[src/hw/rtl/assert_macros.svh]
// assertion helpers shared by the rtl
`ifndef ASSERT_MACROS_SVH
`define ASSERT_MACROS_SVH

`ifndef SYNTHESIS

`define FSA_ASSERT(lbl, clk, rst, prop, msg) \
  lbl: assert property (@(posedge clk) disable iff (rst) prop) else $error(msg);

`define FSA_NEVER(lbl, clk, rst, expr, msg) \
  lbl: assert property (@(posedge clk) disable iff (rst) !(expr)) else $error(msg);

`else

`define FSA_ASSERT(lbl, clk, rst, prop, msg)

`define FSA_NEVER(lbl, clk, rst, expr, msg)

`endif

`endif

[src/hw/rtl/fsa_ram.sv]
module fsa_ram #(
  parameter int WIDTH = 8,
  parameter int DEPTH = 16
) (
  input  logic                     clk,
  input  logic                     we,
  input  logic [$clog2(DEPTH)-1:0] waddr,
  input  logic [WIDTH-1:0]         wdata,
  input  logic [$clog2(DEPTH)-1:0] raddr,
  output logic [WIDTH-1:0]         rdata
);

  logic [WIDTH-1:0] mem [DEPTH];

  always_ff @(posedge clk) begin
    if (we) begin
      mem[waddr] <= wdata;
    end
    rdata <= mem[raddr];
  end

endmodule

[config.mk]
export PLATFORM = sky130hd
export DESIGN_NAME = fsa_ram
export DESIGN_NICKNAME = d
export VERILOG_FILES = /design/src/hw/rtl/assert_macros.svh /design/src/hw/rtl/fsa_ram.sv
export SDC_FILE = /design/constraint.sdc
export NUM_CORES = 1
export LEC_CHECK = 0
export BUFFER_PORTS_ARGS = -buffer_cell sky130_fd_sc_hd__clkbuf_2
export CORE_MARGIN = 1
export CORE_UTILIZATION = 60
export CTS_CLUSTER_DIAMETER = 60
export CTS_CLUSTER_SIZE = 10
export DETAILED_ROUTE_END_ITERATION = 8
export PLACE_DENSITY = 0.78
export SLEW_MARGIN = 30
export SYNTH_ARGS = -nofsm -noshare
export SYNTH_HDL_FRONTEND = slang
export SYNTH_SLANG_ARGS = --single-unit
export TNS_END_PERCENT = 20
[constraint.sdc]
create_clock -name clk -period 2.13 [get_ports clk]
set_input_delay 0.1065 -clock clk [delete_from_list [all_inputs] [get_ports clk]]
set_output_delay 0.1065 -clock clk [all_outputs]
set_load 0.01 [all_outputs]
Word-level counts from Yosys, hierarchy flattened --
Memory sizes are Yosys's and may differ from the RTL's. A register that Yosys moved wholly into a read port is not among the register bits. Index checks and enable logic that the tools add are counted.
Storage, ports and cells: register bits after elaboration 0, memory bits (writable) 128, input bits 18, output and inout port bits 8, word-level logic and storage cells 3, memories 1
Memory list:
- mem | depth 16, bits a word 8, read ports 1, clocked after Yosys merged registers in 1, write ports 1, RTL line fsa_ram.sv:13 | logic [WIDTH-1:0] mem [DEPTH];
Cells by class: muxes and demuxes 2
Operators by type and width (count):
- $mux W1 | 2

Logic depth before layout (Yosys ltp) --
Gate-level depths: netlist of the first run.
word-level depth 2, gate-level depth with buffers 5

Worst setup path before layout of the first run --
Ideal clock, no wire load.
path type input port to flip-flop, start in waddr[2], end mem mem[0][0] (enable), arrival time 1.216 ns, path slack 0.531 ns, stages 2, buffers on the path 0, cells stage by stage or3b_2 > nor3_1
RTL lines:
- start: declaration | RTL line fsa_ram.sv:7 | input logic [$clog2(DEPTH)-1:0] waddr,
- end: declaration | RTL line fsa_ram.sv:13
Straight into the memory's write port.

==> results of run 1 <==
## where the power goes
part | internal, mW | switching (mW) | leakage (nW)
logic | 0.118 | 0.161 | 0.578
registers | 2.99 | 0.0172 | 1.22
clock network | 1.78 | 1.09 | 0.282
## area by class of cell
class	instances	area [sq um]
clock inverters	15	175
well taps	105	131
flip-flops and latches	136	4000
repair buffers	44	283
clock buffers	17	414
fillers	463	2190
multi-input cells	83	1060
## metal layers
layer | up-vias | share of wire
met5 | - | 0
li1 | 1083 | -
met4 | 0 | 0.021
met1 | 1278 | 0.42
met2 | 105 | 0.50
met3 | 20 | 0.055
## cell families after synthesis
family          count (synthesis)
simple gates                   35
flops                         136
mux                            32
compound gates                 16
buf+inv                        10
## how the worst max path moves through the flow
stage	from	to	slack, ns	cells after the start
floorplan	waddr[2]	mem[0][0]$_DFFE_PP_	0.53	2
global placement	raddr[1]	rdata[3]$_DFF_P_	0.55	5
detailed placement	waddr[2]	mem[2][4]$_DFFE_PP_	0.51	3
CTS	mem[1][0]$_DFFE_PP_	rdata[0]$_DFF_P_	0.69	3
global route	mem[3][6]$_DFFE_PP_	rdata[6]$_DFF_P_	0.66	3
finish	mem[1][0]$_DFFE_PP_	rdata[0]$_DFF_P_	0.70	3
## cells in the final DEF, fill, tap and decap left out, types with 4 or more instances in the layout
cell / count
edfxtp_1: 128
clkbuf_2: 25
mux4_2: 18
buf_4: 17
a22oi_1: 16
clkbuf_16: 16
mux4_1: 14
nor2_1: 13
nand2_1: 9
dfxtp_1: 8
nor3_1: 4
## critical path: stages, from the launching register on
cell and delay, ns:
edfxtp_1 0.39, mux4_1 0.56, a22oi_1 0.26, nand2_1 0.10
## sequential cells by signal (all words and copies together) (netlist names)
register  flops
mem         128
rdata         8
## what timing repair did
| item | in CTS | in global routing |
|---|---|---|
| endpoints found under the hold margin | 2 | 0 |
| setup endpoints to repair | 0 | 0 |
| resized for setup | 0 | 0 |
| hold buffers | 1 | 0 |
==> flow_summary.ini, run 1 <==
[synthesis]
ys.warnings.count = 0
synth_top_area_cell = edfxtp_1
synthMuxAreaShare = 0.150
syn_nets = 247
synth.distinct_cells = 19
syn_area_per_cell_sq_um = 22.5
synthFlopType = edfxtp_1
synth_top_family_by_area = multiplexers
yosys.area_share.simple = 0.0318
synthTopCellsByCount = edfxtp_1 (128), mux4_2 (18), a22oi_1 (16)
synth-compound-area-share = 0.0233
synth-async-reset-ratio = 0
synth_top_area_share = 0.747
synth_area_leaders = edfxtp_1 (75%), mux4_2 (7.9%), mux4_1 (7.1%), dfxtp_1 (3.1%), a22oi_1 (2.3%)
yosysMostFrequentCell = edfxtp_1
synthCells = 229
ys_seq_area_frac = 0.778
synth-seq-cells = 136
synth_edf_count = 128
syn_area_sq_um = 5150
synthXorXnorAreaFrac = 0
synth-adder-area-share = 0

[power]
irDropWorstVdd_mv = 0.763
power_mw = 6.16
p_per_area_nw_per_um2 = 1020
power.leakage_nw = 2.08

[routing]
drt_iter0_markers = 267
wire_per_inst_microns = 24.4
antenna_left = 0
postRouteWirelength_mm = 9.76
vias = 2486
first_pass_iters = 4
drc = 0
vias_per_cell = 6.22

[placement]
place_congestion = 0.728
post-place-ws_ns = 0.506
dp_cells = 367
dp_hpwl_mm = 5.83
io_buffers = 25
placed_area_sq_um = 5470

[grt]
grt-ovfl-total = 0
use_met2 = 0.381
antenna_found_initial = 0
grt_pass1_vias = 2525
grt-busiest-layer = met2
grt_max_degree = 33
use_met3 = 0.0499
grt_pass1_wl_mm = 14.6
grt.total_usage = 0.241
use_met1 = 0.331

[clock_network]
path_clk_slew_ns = 0.06
cts_made_buffers = 17
cts-root-buf = clkbuf_8
clock-sinks = 136
clockBufferDepth = 2
postCtsSetupRepairBufs = 0
cts_tree = done
h-tree-depth = 4
insertion_delay_ns = 0.51

[cells_and_area]
syn_to_final_growth_pct = 17.8
drive_above_1_share = 0.315
final_util = 0.734
fin_cells = 400
design_area_sq_um = 6060
antennaDiodeCount = 0
fin_nets = 300

[timing]
fin_crit_ns = 1.43
maxSlewHeadroom = 0.560
rsz0062_at_grt = no
hold_viol_final = 0
fmax_mhz = 700
skew_ns = 0.00546
drv_slew = 0
setup_viol = 0
fin_ws_ns = 0.702
worstMarginPinSlew_ns = 0.658
setup_tns_ns = 0
holdWs_ns = 0.0277
period_share = 0.670

[floorplanning]
coreArea_sq_um = 8260
die_w_microns = 94.6
start_util = 0.623
io-pin-count = 26
die-area_sq_um = 8950
fp-row-count = 33
die_y_microns = 94.6

[setup_path]
critPathMaxFanout = 1
r2r-end = rdata[0]$_DFF_P_
critPathKind = reg2reg
r2r-start = mem[1][0]$_DFFE_PP_
end_kind = flip-flop
cp_data_arrival_time_ns = 1.82
r2r_setup_slack_ns = 0.70
cp.required_ns = 2.52
start_kind = flip-flop
worstRegToRegCells = 3

[status]
outcome = complete, no violations

[worst_hold_path]
hp-start = wdata[3]
holdPathEnd = mem[12][3]$_DFFE_PP_
min_path_type = in2reg
hold_depth = 1

[run]
drv_cap = 0
(Power assumes the default switching activity.)
==> run 2, diff against run 1 <==
--- a/config.mk
+++ b/config.mk
@@ -5,13 +5,14 @@
 export SDC_FILE = /design/constraint.sdc
 export NUM_CORES = 1
 export LEC_CHECK = 0
+export ABC_AREA = 1
 export BUFFER_PORTS_ARGS = -buffer_cell sky130_fd_sc_hd__clkbuf_2
 export CORE_MARGIN = 1
-export CORE_UTILIZATION = 60
+export CORE_UTILIZATION = 55
 export CTS_CLUSTER_DIAMETER = 60
 export CTS_CLUSTER_SIZE = 10
 export DETAILED_ROUTE_END_ITERATION = 8
-export PLACE_DENSITY = 0.78
+export PLACE_DENSITY = 0.75
 export SLEW_MARGIN = 30
 export SYNTH_ARGS = -nofsm -noshare
 export SYNTH_HDL_FRONTEND = slang
==> constraint.sdc (replaced) <==
create_clock -name clk -period 1.2 [get_ports clk]
set_input_delay 0.06 -clock clk [delete_from_list [all_inputs] [get_ports clk]]
set_output_delay 0.06 -clock clk [all_outputs]
set_load 0.01 [all_outputs]
==> run 2 against run 1 <==
Synthesized cell count rose by 140%. Sequential power rose by 78%. Area after synthesis grew 12%. Via count grew 59%. Sequential cell count stayed put. Critical path depth is 3 higher. Critical path type unchanged. Hold slack gained 0.0072 ns. First-iteration DRC count grew 12%. Sequential share of layout area decreased by 5.9 points. Final cell count up 87%. Critical endpoint is now rdata[4]$_DFF_P_.
==> flow_summary.ini, run 2 <==
[synthesis]
synth.distinct_cells = 12
ys_seq_area_frac = 0.694
syn_area_sq_um = 5770
synth-async-reset-ratio = 0
yosysMostFrequentCell = nand2_1
synth_area_leaders = edfxtp_1 (67%), nand2_1 (11%), nand3_1 (8.4%), inv_1 (6.5%), dfxtp_1 (2.8%)
synthCells = 551
syn_area_per_cell_sq_um = 10.5
synth_edf_count = 128
syn_nets = 569
synthTopCellsByCount = nand2_1 (173), edfxtp_1 (128), inv_1 (100)
ys.warnings.count = 0
synthFlopType = edfxtp_1
synth_top_area_share = 0.667
synth_top_area_cell = edfxtp_1
synth-seq-cells = 136

[clock_network]
clock-sinks = 136
cts_tree = done
clockBufferDepth = 2
path_clk_slew_ns = 0.06
cts_made_buffers = 17
cts_resized = 0
h-tree-depth = 4
insertion_delay_ns = 0.52
cts-root-buf = clkbuf_8

[timing]
worstMarginPinSlew_ns = 0.496
setup_viol = 0
rsz0062_at_grt = no
drv_slew = 0
setup_tns_ns = 0
period_share = 0.922
fin_crit_ns = 1.11
maxSlewHeadroom = 0.670
skew_ns = 0.00730
hold_viol_final = 0
fmax_mhz = 903

[grt]
antenna_found_initial = 0
use_met2 = 0.426
grt-busiest-layer = met2
grt_pass1_wl_mm = 20.5
grt.total_usage = 0.260
grt_pass1_vias = 3893
use_met3 = 0.0620
grt_max_degree = 65
use_met1 = 0.334
grt-ovfl-total = 0

[setup_path]
worstRegToRegCells = 6
start_kind = flip-flop
cp.required_ns = 1.61
critPathMaxFanout = 1
critPathLaunch = mem[5][4]$_DFFE_PP_
r2r_setup_slack_ns = 0.09
r2r-start = mem[5][4]$_DFFE_PP_
critPathKind = reg2reg
end_kind = flip-flop
crit_end = rdata[4]$_DFF_P_
r2r-end = rdata[4]$_DFF_P_
cp_data_arrival_time_ns = 1.52

[placement]
io_buffers = 25
dp_hpwl_mm = 7.94
place_congestion = 0.839

[routing]
drt_iter0_markers = 298
antenna_left = 0
drc = 0
postRouteWirelength_mm = 13.1
wire_per_inst_microns = 17.5
vias = 3942
first_pass_iters = 5
vias_per_cell = 5.28

[worst_hold_path]
min_path_type = in2reg

[cells_and_area]
largest_reg_flops = 128
final_cell_mix = nand2_1 (173), edfxtp_1 (128), inv_1 (100)
n_fill_cell = 804
fin_nets = 615
syn_to_final_growth_pct = 15.4
multiInputGateArea_sq_um = 1210
antennaDiodeCount = 0
reg_top3 = mem (128), rdata (8)
final_common_cell = nand2_1
seqCellArea_sq_um = 4000
regMostFlops = mem
drive_above_1_share = 0.126

[power]
power_mw = 10.8
p_per_area_nw_per_um2 = 1620
irDropWorstVdd_mv = 1.05
power.leakage_nw = 2.92

[floorplanning]
coreArea_sq_um = 10200
die_y_microns = 104
fp-row-count = 37
die-area_sq_um = 10900
start_util = 0.564
die_w_microns = 104
io-pin-count = 26

[run]
drv_cap = 0

[status]
outcome = complete, no violations
-- run 2: cell type report --
class                   instances  share of cell area
clock buffers                  22              0.0650
inverters                     102              0.0575
well taps                     136              0.0256
multi-input cells             289               0.182
flip-flops and latches        136               0.602
repair buffers                 51              0.0523
clock inverters                10              0.0156
-- run 2: worst max-delay path: stages, from the launching register on --
cell and delay [ns]:
edfxtp_1 0.36, inv_1 0.06, nand2_1 0.05, nand3_1 0.12, nand3_1 0.14, nand3_1 0.19
nand2_1 0.08
-- run 2: metal layers --
metal,part of all wire,up-vias
met5,0,-
met2,0.50,173
li1,-,1873
met4,0.023,0
met1,0.40,1874
met3,0.074,22
-- run 2: worst min path at each step --
stage,startpoint,endpoint,cells past startpoint
global route,wdata[1],mem[0][1]$_DFFE_PP_,1
floorplan,wdata[0],mem[0][0]$_DFFE_PP_,0
CTS,wdata[1],mem[1][1]$_DFFE_PP_,1
finish,wdata[1],mem[1][1]$_DFFE_PP_,1
detailed placement,rdata[5]$_DFF_P_,rdata[5],1
global placement,rdata[7]$_DFF_P_,rdata[7],1
-- run 2: stage by stage --
stage / area [sq um] / util / setup slack (ns) / instances / hold slack (ns)
3_5_place_dp: 6110 / 0.597 / 0.0279 / 713 / 0.448
3_3_place_gp: 6110 / 0.597 / 0.0681 / 713 / 0.450
5_1_grt: 6660 / 0.650 / 0.0433 / 746 / 0.0421
6_report: 6660 / 0.650 / 0.0931 / 746 / 0.0348
2_1_floorplan: 5770 / - / 0.189 / 551 / 0.159
4_1_cts: 6660 / 0.650 / 0.0697 / 746 / 0.0328
-- run 2: where the power goes --
part           switching (mW)  internal, mW
registers              0.0335          5.31
clock network            1.81          2.93
logic                   0.469         0.204
-- run 2: logic make-up after synthesis --
kind of cell | share of synthesized area
and+or+nand+nor | 0.210
buffers and inverters | 0.0952
DFF | 0.694
-- run 2: repair_timing --
item	4_1_cts	5_1_grt
buffers inserted	0	0
hold endpoints to repair	8	0
hold buffers	1	0
