$ cat src/hw/rtl/assert_macros.svh
// assertion helpers shared by the rtl
`ifndef ASSERT_MACROS_SVH
`define ASSERT_MACROS_SVH

`ifndef SYNTHESIS

`define FSA_ASSERT(lbl, clk, rst, prop, msg) \
  lbl: assert property (@(posedge clk) disable iff (rst) prop) else $error(msg);

`define FSA_NEVER(lbl, clk, rst, expr, msg) \
  lbl: assert property (@(posedge clk) disable iff (rst) !(expr)) else $error(msg);

`else

`define FSA_ASSERT(lbl, clk, rst, prop, msg)

`define FSA_NEVER(lbl, clk, rst, expr, msg)

`endif

`endif

$ cat src/hw/rtl/fsa_pkg.sv
package fsa_pkg;

  localparam int SLOTS    = 1024;
  localparam int DEPTH    = SLOTS + 1;
  localparam int SLOT_W   = $clog2(DEPTH);
  localparam int LINK_W   = $clog2(SLOTS + 3);
  localparam int USED_W   = $clog2(SLOTS + 1);
  localparam int ESIZE_W  = 16;
  localparam int OFFSET_W = 26;
  localparam int OFF_IN_W = 32;
  localparam int DVD_W    = OFF_IN_W - 1;
  localparam int PROD_W   = ESIZE_W + SLOT_W;

  localparam logic [LINK_W-1:0] END_MARK   = LINK_W'(SLOTS + 1);
  localparam logic [LINK_W-1:0] ALLOC_MARK = LINK_W'(SLOTS + 2);

  localparam logic [1:0] ST_OK          = 2'd0;
  localparam logic [1:0] ST_EMPTY       = 2'd1;
  localparam logic [1:0] ST_NOT_IN_POOL = 2'd2;
  localparam logic [1:0] ST_NOT_ALLOC   = 2'd3;

  localparam logic OP_ALLOC = 1'b0;
  localparam logic OP_FREE  = 1'b1;

endpackage

$ cat src/hw/rtl/fsa_div.sv
module fsa_div (
  input  logic                         clk,
  input  logic                         rst,
  input  logic                         start,
  input  logic [fsa_pkg::DVD_W-1:0]    dividend,
  input  logic [fsa_pkg::ESIZE_W-1:0]  divisor,
  output logic                         done,
  output logic [fsa_pkg::DVD_W-1:0]    quotient
);

  import fsa_pkg::*;

  localparam int CNT_W = $clog2(DVD_W);

  logic               busy;
  logic [CNT_W-1:0]   cnt;
  logic [ESIZE_W-1:0] rem;
  logic [ESIZE_W-1:0] dsr;
  logic [DVD_W-1:0]   work;
  logic [ESIZE_W:0]   shifted;
  logic [ESIZE_W:0]   diff;
  logic               fits;

  assign shifted = {rem, work[DVD_W-1]};
  assign diff    = shifted - {1'b0, dsr};
  assign fits    = shifted >= {1'b0, dsr};

  assign quotient = work;

  always_ff @(posedge clk) begin
    if (rst) begin
      busy <= 1'b0;
      done <= 1'b0;
      cnt  <= '0;
    end else begin
      done <= busy && !start && (cnt == CNT_W'(DVD_W - 1));
      if (start) begin
        busy <= 1'b1;
        cnt  <= '0;
      end else if (busy) begin
        if (cnt == CNT_W'(DVD_W - 1)) begin
          busy <= 1'b0;
        end
        cnt <= cnt + 1'b1;
      end
    end
  end

  // restoring division, one quotient bit per cycle
  always_ff @(posedge clk) begin
    if (start) begin
      work <= dividend;
      dsr  <= divisor;
      rem  <= '0;
    end else if (busy) begin
      work <= {work[DVD_W-2:0], fits};
      rem  <= fits ? diff[ESIZE_W-1:0] : shifted[ESIZE_W-1:0];
    end
  end

endmodule

$ cat config.mk
export PLATFORM = sky130hd
export DESIGN_NAME = fsa_div
export DESIGN_NICKNAME = d
export VERILOG_FILES = /design/src/hw/rtl/assert_macros.svh /design/src/hw/rtl/fsa_pkg.sv /design/src/hw/rtl/fsa_div.sv
export SDC_FILE = /design/constraint.sdc
export NUM_CORES = 1
export LEC_CHECK = 0
export ABC_AREA = 0
export BUFFER_PORTS_ARGS = -buffer_cell sky130_fd_sc_hd__buf_2
export CAP_MARGIN = 20
export CORE_MARGIN = 1
export CORE_UTILIZATION = 49
export CTS_CLUSTER_DIAMETER = 120
export CTS_CLUSTER_SIZE = 16
export DETAILED_ROUTE_END_ITERATION = 6
export GPL_ROUTABILITY_DRIVEN = 0
export PLACE_DENSITY = 0.72
export SYNTH_ARGS = -nofsm -noshare
export SYNTH_HDL_FRONTEND = slang
export SYNTH_SLANG_ARGS = --single-unit
$ cat constraint.sdc
create_clock -name clk -period 2.4 [get_ports clk]
set_clock_uncertainty 0.15 [all_clocks]
set_input_delay 0.48 -clock clk [delete_from_list [all_inputs] [get_ports clk]]
set_output_delay 0.48 -clock clk [all_outputs]
set_load 0.005 [all_outputs]
# After elaboration in Yosys (flattened, before gate mapping)
# Index checks and enable logic that the tools add are counted.
dict set report word_totals {
  inputBits 50
  regBits 70
  latch_bits 0
  output_inout_bits 32
  word_cells 21
  memories 0
  ram_bits 0
  rom_bits 0
}
dict set report op_classes {
  n_reduce_logical 5
  n_mul 0
  bitwise 0
  magnitude_cmp 1
  shifts 0
  div 0
  eq_ne 1
  mux 6
  addsub 2
}
# cell count
set ops {}
lappend ops {{$mux 31} 2}
lappend ops {{$ge 17x16->1} 1}
lappend ops {{$mux 16} 1}
lappend ops {{$sub 16x16->16} 1}
lappend ops {{$add 5x1->5 const B} 1}
lappend ops {{$eq 5x5->1 const B} 1}
lappend ops {{$mux 1} 3}
lappend ops {{$logic_and 1x1->1} 2}
lappend ops {{$reduce_bool 2->1} 1}
lappend ops {{$reduce_or 2->1} 1}
lappend ops {{$logic_not 1->1} 1}

# Depth between registers and ports, before layout
# Gate-level depths: netlist of the first run.
dict set report logic_depth {
  depth_word 4
  ltp_mapped 11
  depth_no_buf 10
}

# Worst setup path before layout of the first run
# Ideal clock, no wire load.
dict set report synth_timing {
  path_type {reg2reg}
  from {reg dsr[8]}
  to {reg work[0], in the netlist quotient[0], data pin}
  n_path_buf 2
  slack_ns 0.092
  synth_period_minus_slack_ns 2.308
  t_arrival_ns 1.898
  setup_ns 0.260
  t_required_ns 1.990
  stages_incl_launch_ff 11
  cell_sequence {edfxtp_1 inv_1 ha_1 a21oi_2 o21ai_2 o211ai_2 o211ai_2 a21o_1 buf_6 buf_8 mux2_2}
}
dict set report synth_via {
  elab_chain_len 3
}
# element line
set synth_lines {}
lappend synth_lines {{start: declaration} fsa_div.sv:18} ;# logic [ESIZE_W-1:0] dsr;
lappend synth_lines {{start signal: assignment} fsa_div.sv:53} ;# dsr <= divisor;
lappend synth_lines {{$ge 17x16->1} fsa_div.sv:26} ;# assign fits = shifted >= {1'b0, dsr};
lappend synth_lines {{$mux 31} fsa_div.sv:55} ;# end else if (busy) begin
lappend synth_lines {{$mux 31} fsa_div.sv:51} ;# if (start) begin
lappend synth_lines {{end signal: assignment} fsa_div.sv:52} ;# work <= dividend;
lappend synth_lines {{end signal: assignment} fsa_div.sv:56} ;# work <= {work[DVD_W-2:0], fits};
lappend synth_lines {{end: declaration} fsa_div.sv:19} ;# logic [DVD_W-1:0] work;
# No other way between the ends. The select of a mux whose other input is x is not followed.
# A chain may end at the register's enable or synchronous reset.

# Final worst setup path of the first run
dict set report layout_timing {
  from {reg dsr[6]}
  to {reg work[0], in the netlist quotient[0], data pin}
}
# Same word-level chain as after synthesis.

==> impl_results.md, run 1 <==
* Post-synth EDFFs at 47
* Layout fillers at approximately 590
* Worst stage delay on the critical path at 0.39 ns
* Slowest CP cell: edfxtp_1
* CORE AREA at 7214 um^2
* Hold Buf Count CTS at 0
* Post-synthesis adder-cell area fraction at 0.06752
* Worst Path Arrival at between 2 and 2.5 ns
* Clk root buf: clkbuf_8
* Area grow syn2layout at 26.42%
* Mapped Avg Cell Area at 11.68 um^2
* Switching share of power at 0.2650
* Final Setup Violations at 0
* Cell area after layout at 4592 um^2
* Fraction of registers with async set/reset at 0
* Starting Density at 0.5035
* Req. time, crit path at ~2.4 ns
* Layout cells sized above 1 at 0.4171
* R2R depth at 9
* DR WL/cell at 14.21 um
* Flop pwr share at 0.497
* Clk slew on worst S/H paths at roughly 0.080 ns
* Total track usage at 0.1963
* Sequential cell area at 1872 um^2
* Actual slew at the worst max-slew pin at 0.3990 ns
* Met2 global-route usage at 0.3228
* Io pins at 82
* H-tree levels at 3
* Top_reg_cell synth: edfxtp_1
* Gr busiest metal: met2
* Drt total wl at 7401 um
* Mapped Area at 3632 um^2
* Hold depth at 1
* Post-DP HPWL at roughly 5300 um
* Hold Crit Class: primary input to flop
* Layout Nets at 486
* Via-per-instance ratio at 5.202
* Net count after synthesis at 380
* Final core occ at 0.6365
* Syn. warnings at 0
* Initial antenna violation count at 0
* Period utilization at 0.9554
* Final hold violation count at 0
* Startpoint types: flop
* Mux contribution to synthesized area at 0.1361
* DP Area at 4252 um^2
* CP Cell Sequence: inv_2 -> ha_4 -> a21oi_4 -> nand2_2 -> o211ai_2 -> o211ai_2 -> a21o_4 -> buf_4 -> mux2_2
* Drt initial violations at between 70 and 80
* Maxcap violations at 0
* Site Rows at 31
* Die H at 88.10 um
* Main combinational cell family by area after synthesis: multiplexers
* Total power at 0.002911 W
* Antenna diode count at 0
* Largest net degree at the start of global routing at 32
* Vias at 2710
* Detailed Routing Iterations Pass 1 at 4
* Worst ir drop on vdd at 0.4417 mV
* Footprint of the multi-input gates at between 1500 and 2000 um^2
* Part of the power in the clock network at 0.318
* DRC at 0
* Compound-Gate Fraction of Synth Area at 0.1113
* CP dominant cell by count: o211ai_2
* Status: completed
* Fmax at 436.1 MHz
* Total gr overflow at 0
* Setup CP Type: flop to flop
* Count of final max-slew check failures at 0
* CP Capture Type: flop
* Crit Path Max Fanout at 6
* Routed Antenna Nets at 0
* Vias in the first global route at 2555
* Synth Area in XOR/XNOR at 0.04099
* Combinational power share at 0.185
* Seq/Total Area, Yosys at 0.5153
* Switching power at 0.0007713 W
* Num CTS Buffers at 9
* Clk buf depth at 2
* First-pass GRT wire length at around 11000 um
* Gate Count Post-Synth at roughly 310
* Leakage at 1.905 nW
* Die Area at 7761 um^2
* CTS tree: yes
* Die width at 88.10 um
* Cell Int Power at 0.002140 W
* Library cells used by synthesis at 45
* Final Critical Period at 2.293 ns
* PortBufs at 81
* Clk sinks at 70
* Yosys reg bits at 70
* Met1 Usage GRT at 0.2360
* Worst skew pair latency at around 0.35 ns
* Power Dens Cells at 633.9 nW/um^2
* GR Util met3 at 0.08577
* Post-synthesis simple-gate area fraction at 0.09266
* Slew margin rel. at 0.7334
==> registers in the layout, summed over array words and instances, names as in the netlist <==
| signal | count |
|---|---|
| dsr | 16 |
| cnt | 5 |
| rem | 16 |
| quotient | 31 |
| busy | 1 |
| done | 1 |
==> layer usage <==
metal | vias to the layer above | wire length, um
met5 | - | 0
met4 | 0 | 59
met3 | 10 | 653
met2 | 93 | 3589
met1 | 1259 | 3098
li1 | 1348 | -
==> cells by family after synthesis <==
family,count (synthesis)
DFF,70
AOI/OAI and AO/OA,59
xor gates and xnor gates,17
buffers and inverters,30
muxes,45
adders and majority gates,19
and+or+nand+nor,71
==> power groups by stage <==
stage | clock network [W] | logic, W | registers, W
CTS | 0.000954 | 0.000499 | 0.00145
global placement | 0 | 0.000488 | 0.00147
global route | 0.000998 | 0.000597 | 0.00146
floorplan | 0 | 0.000310 | 0.00147
finish | 0.000926 | 0.000537 | 0.00145
detailed placement | 0 | 0.000496 | 0.00147
==> worst paths after layout <==
path                                 start          end  slack (ns)
worst min-delay path            divisor[2]       dsr[2]        0.15
worst min register to register     rem[14]      rem[14]        0.33
worst max-delay path                dsr[6]  quotient[0]        0.11
worst max register to register      dsr[6]  quotient[0]        0.11
==> what timing repair did <==
item | 4_1_cts | 5_1_grt
setup buffers | 0 | 3
pin swaps | 1 | 7
cloned | 0 | 1
setup endpoints to repair | 2 | 17
gates resized for setup | 1 | 23
==> final cells by class <==
class	instances	area share
sequential	70	0.4076
inverter	21	0.01717
clock inverter	4	0.006540
clock buffer	12	0.03624
multi-input combinational	211	0.3785
timing repair buffer	104	0.1270
tap	99	0.02698
==> critical path, delay by kind of cell, from the launching register on <==
kind / cells / cell delay, ns
compound gates: 4 / 0.73
fa+ha+maj: 1 / 0.22
mux: 1 / 0.25
flops: 1 / 0.39
simple gates: 1 / 0.08
buf+inv: 2 / 0.23
==> placed cells by master, fill, tap and decap left out, drive strengths merged, types with 9 or more instances in the layout <==
cell    count
clkbuf     12
edfxtp     47
dfxtp      23
buf       104
a211oi      9
mux2       32
mux2i      13
o21ai      20
inv        21
a21oi      15
ha         18
nor2       18
xnor2      10
nand2      24
==> stage by stage <==
stage / setup TNS [ns] / std cells / hold WS, ns / setup WS, ns
global placement: 0 / 501 / 0.3140 / 0.04326
detailed placement: 0 / 501 / 0.3235 / 0.004160
finish: 0 / 521 / 0.1547 / 0.1070
CTS: 0 / 517 / 0.1313 / 0.003171
global route: -0.08462 / 521 / 0.1324 / -0.02394
floorplan: 0 / 311 / 0.2941 / 0.09248
==> cells in the mapped netlist, types with 2 or more instances <==
master	number	area (um^2)
inv_1	21	78.83
mux2i_1	13	130.1
a21oi_2	3	26.28
nor2_1	18	67.56
xor2_1	7	61.31
clkbuf_1	6	22.52
nand2b_1	5	31.28
ha_1	18	225.2
a211oi_1	8	60.06
a21o_1	2	15.01
xnor2_1	10	87.58
nor2b_1	3	18.77
nand2_1	24	90.09
edfxtp_1	47	1411
o21ai_0	10	50.05
mux2_2	31	349.1
or3_1	2	12.51
nor3_1	6	30.03
o21ai_1	9	45.04
o211ai_2	4	50.05
nand4_1	5	31.28
a21oi_1	12	60.06
dfxtp_1	23	460.4
nand3_1	3	15.01
Power figures use the tool's default switching activity.
==> run 2, diff against run 1 <==
--- a/config.mk
+++ b/config.mk
@@ -7,7 +7,7 @@
 export LEC_CHECK = 0
 export ABC_AREA = 0
 export BUFFER_PORTS_ARGS = -buffer_cell sky130_fd_sc_hd__buf_2
-export CAP_MARGIN = 20
+export CAP_MARGIN = 30
 export CORE_MARGIN = 1
 export CORE_UTILIZATION = 49
 export CTS_CLUSTER_DIAMETER = 120
@@ -15,6 +15,7 @@
 export DETAILED_ROUTE_END_ITERATION = 6
 export GPL_ROUTABILITY_DRIVEN = 0
 export PLACE_DENSITY = 0.72
+export RECOVER_POWER = 25
 export SYNTH_ARGS = -nofsm -noshare
 export SYNTH_HDL_FRONTEND = slang
 export SYNTH_SLANG_ARGS = --single-unit
==> run 2 against run 1 <==
Compared with the run above: sequential power about the same; critical path depth unchanged; count of clock-buffer cells in the layout unchanged; global-route usage unchanged; combinational power about the same; highest routed layer unchanged; power about the same; flip-flop and latch count unchanged; cell area down 0.33%; worst hold slack worse by 0.0014 ns; maximum frequency about the same; final cell count unchanged; largest cell class unchanged; via count up 0.89%.
==> impl_results.md, run 2 (synthesized netlist as in run 1, its figures left out) <==
* Status: completed (unchanged)
* Layout cells sized above 1 at 0.4076 (was 0.4171)
* Slew margin rel. at 0.3628 (was 0.7334)
* Power Dens Cells at 635.7 nW/um^2 (was 633.9 nW/um^2)
* Site Rows at 31 (unchanged)
* Drt initial violations at 91 (was 79)
* Via-per-instance ratio at 5.248 (was 5.202)
* Setup tns final at 0 ns (unchanged)
* Startpoint types: flop (unchanged)
* First-pass GRT wire length at 11460 um (unchanged)
* Starting Density at 0.5035 (unchanged)
* CTS tree: yes (unchanged)
* CORE AREA at 7214 um^2 (unchanged)
* Initial antenna violation count at 0 (unchanged)
* DRC at 0 (unchanged)
* Setup CP Type: flop to flop (unchanged)
* H-tree levels at 3 (unchanged)
* PortBufs at 81 (unchanged)
* Maxcap violations at 0 (unchanged)
* Final core occ at 0.6344 (was 0.6365)
* Detailed Routing Iterations Pass 1 at 4 (unchanged)
* Fmax at 436.4 MHz (was 436.1 MHz)
* Clk buf depth at 2 (unchanged)
* Worst skew pair latency at 0.35 ns (about the same)
* Req. time, crit path at 2.35 ns (about the same)
* Layout Nets at 486 (unchanged)
* Max reg flops at 31 (unchanged)
* Num CTS Buffers at 9 (unchanged)
* Clk root buf: clkbuf_8 (unchanged)
* WHS at 0.1534 ns (was 0.1547 ns)
* Commonest non-fill, non-tap cells in the layout: buf_2, edfxtp_1, mux2_2, nand2_1, dfxtp_1 (unchanged)
* Hold Buf Count CTS at 0 (unchanged)
* Leakage at 1.890 nW (was 1.905 nW)
* Count of final max-slew check failures at 0 (unchanged)
* Die H at 88.10 um (unchanged)
* Clk sinks at 70 (unchanged)
* Io pins at 82 (unchanged)
* Crit Path Max Fanout at 6 (unchanged)
* Area grow syn2layout at 26.01% (was 26.42%)
* Total gr overflow at 0 (unchanged)
* Commonest non-fill, non-tap cell in the layout: buf_2 (unchanged)
* Worst ir drop on vdd at 0.4419 mV (was 0.4417 mV)
* Period utilization at 0.9548 (was 0.9554)
* Total power at 0.002910 W (was 0.002911 W)
* Final hold violation count at 0 (unchanged)
* Final Setup Violations at 0 (unchanged)
* Drt total wl at 7436 um (was 7401 um)
* Antenna diode count at 0 (unchanged)
* Final Critical Period at 2.291 ns (was 2.293 ns)
* Die width at 88.10 um (unchanged)
* Clk slew on worst S/H paths at 0.08 ns (about the same)
* DP Area at 4252 um^2 (unchanged)
* Hold Crit Class: primary input to flop (unchanged)
* CP Capture Type: flop (unchanged)
* Post-DP HPWL at 5259 um (unchanged)
* Layout fillers at 597 (was 592)
* Largest net degree at the start of global routing at 32 (unchanged)
* Actual slew at the worst max-slew pin at 0.9557 ns (was 0.3990 ns)
* DR WL/cell at 14.27 um (was 14.21 um)
* Routed Antenna Nets at 0 (unchanged)
* Worst Path Arrival at 2.25 ns (was 2.24 ns)
* Vias in the first global route at 2555 (unchanged)
* Die Area at 7761 um^2 (unchanged)
* Total track usage at 0.1963 (unchanged)
* Cell area after layout at 4577 um^2 (was 4592 um^2)
* Vias at 2734 (was 2710)
[run 2: worst paths after layout]
check             cells past startpoint  startpoint  slack (ns)           to
setup / recovery                      9      dsr[6]        0.11  quotient[0]
hold / removal                        1  divisor[2]        0.15       dsr[2]
setup reg to reg                      9      dsr[6]        0.11  quotient[0]
hold reg to reg                       2     rem[14]        0.33      rem[14]
[run 2: cell type report]
cell class | instances | area [um^2] | share of cell area
Timing Repair Buffer | 104 | 568.0 | 0.1241
Clock buffer | 12 | 166.4 | 0.03636
Inverter | 21 | 78.83 | 0.01722
Tap cell | 99 | 123.9 | 0.02706
Clock inverter | 4 | 30.03 | 0.006561
Multi-Input combinational cell | 211 | 1738 | 0.3797
Sequential cell | 70 | 1872 | 0.4090
[run 2: critical path, stage by stage (launching register included)]
cell      delay (ns)
edfxtp_1        0.39
inv_2           0.08
ha_4            0.22
a21oi_4         0.16
nand2_2         0.08
o211ai_2        0.17
o211ai_2        0.13
a21o_4          0.27
buf_4           0.15
mux2_2          0.25
[run 2: repair_timing]
action | 4_1_cts | 5_1_grt
gates cloned | 0 | 1
gates resized for setup | 1 | 23
setup buffers | 0 | 3
hold endpoints to repair | 0 | 0
setup endpoints to repair | 2 | 17
pin swaps | 1 | 7
[run 2: power breakdown]
group | switching, W | leakage (nW) | internal [W]
Sequential | 0.0000512 | 0.656 | 0.00140
Combinational | 0.000263 | 1.14 | 0.000272
Clock | 0.000458 | 0.0977 | 0.000469
[run 2: per-layer routing]
metal,vias to the layer above,GRT usage,part of all wire,wire [um]
met5,-,0,0,0
met4,0,0.05279,0.0087,65
met3,10,0.08577,0.090,666
met2,100,0.3228,0.48,3603
met1,1276,0.2360,0.42,3100
li1,1348,-,-,-
[run 2: metrics by stage]
stage          std cells  setup WS, ns
3_5_place_dp         501      0.004160
6_report             521        0.1085
4_1_cts              517      0.003171
3_3_place_gp         501       0.04326
5_1_grt              521      -0.02399
2_1_floorplan        311       0.09248
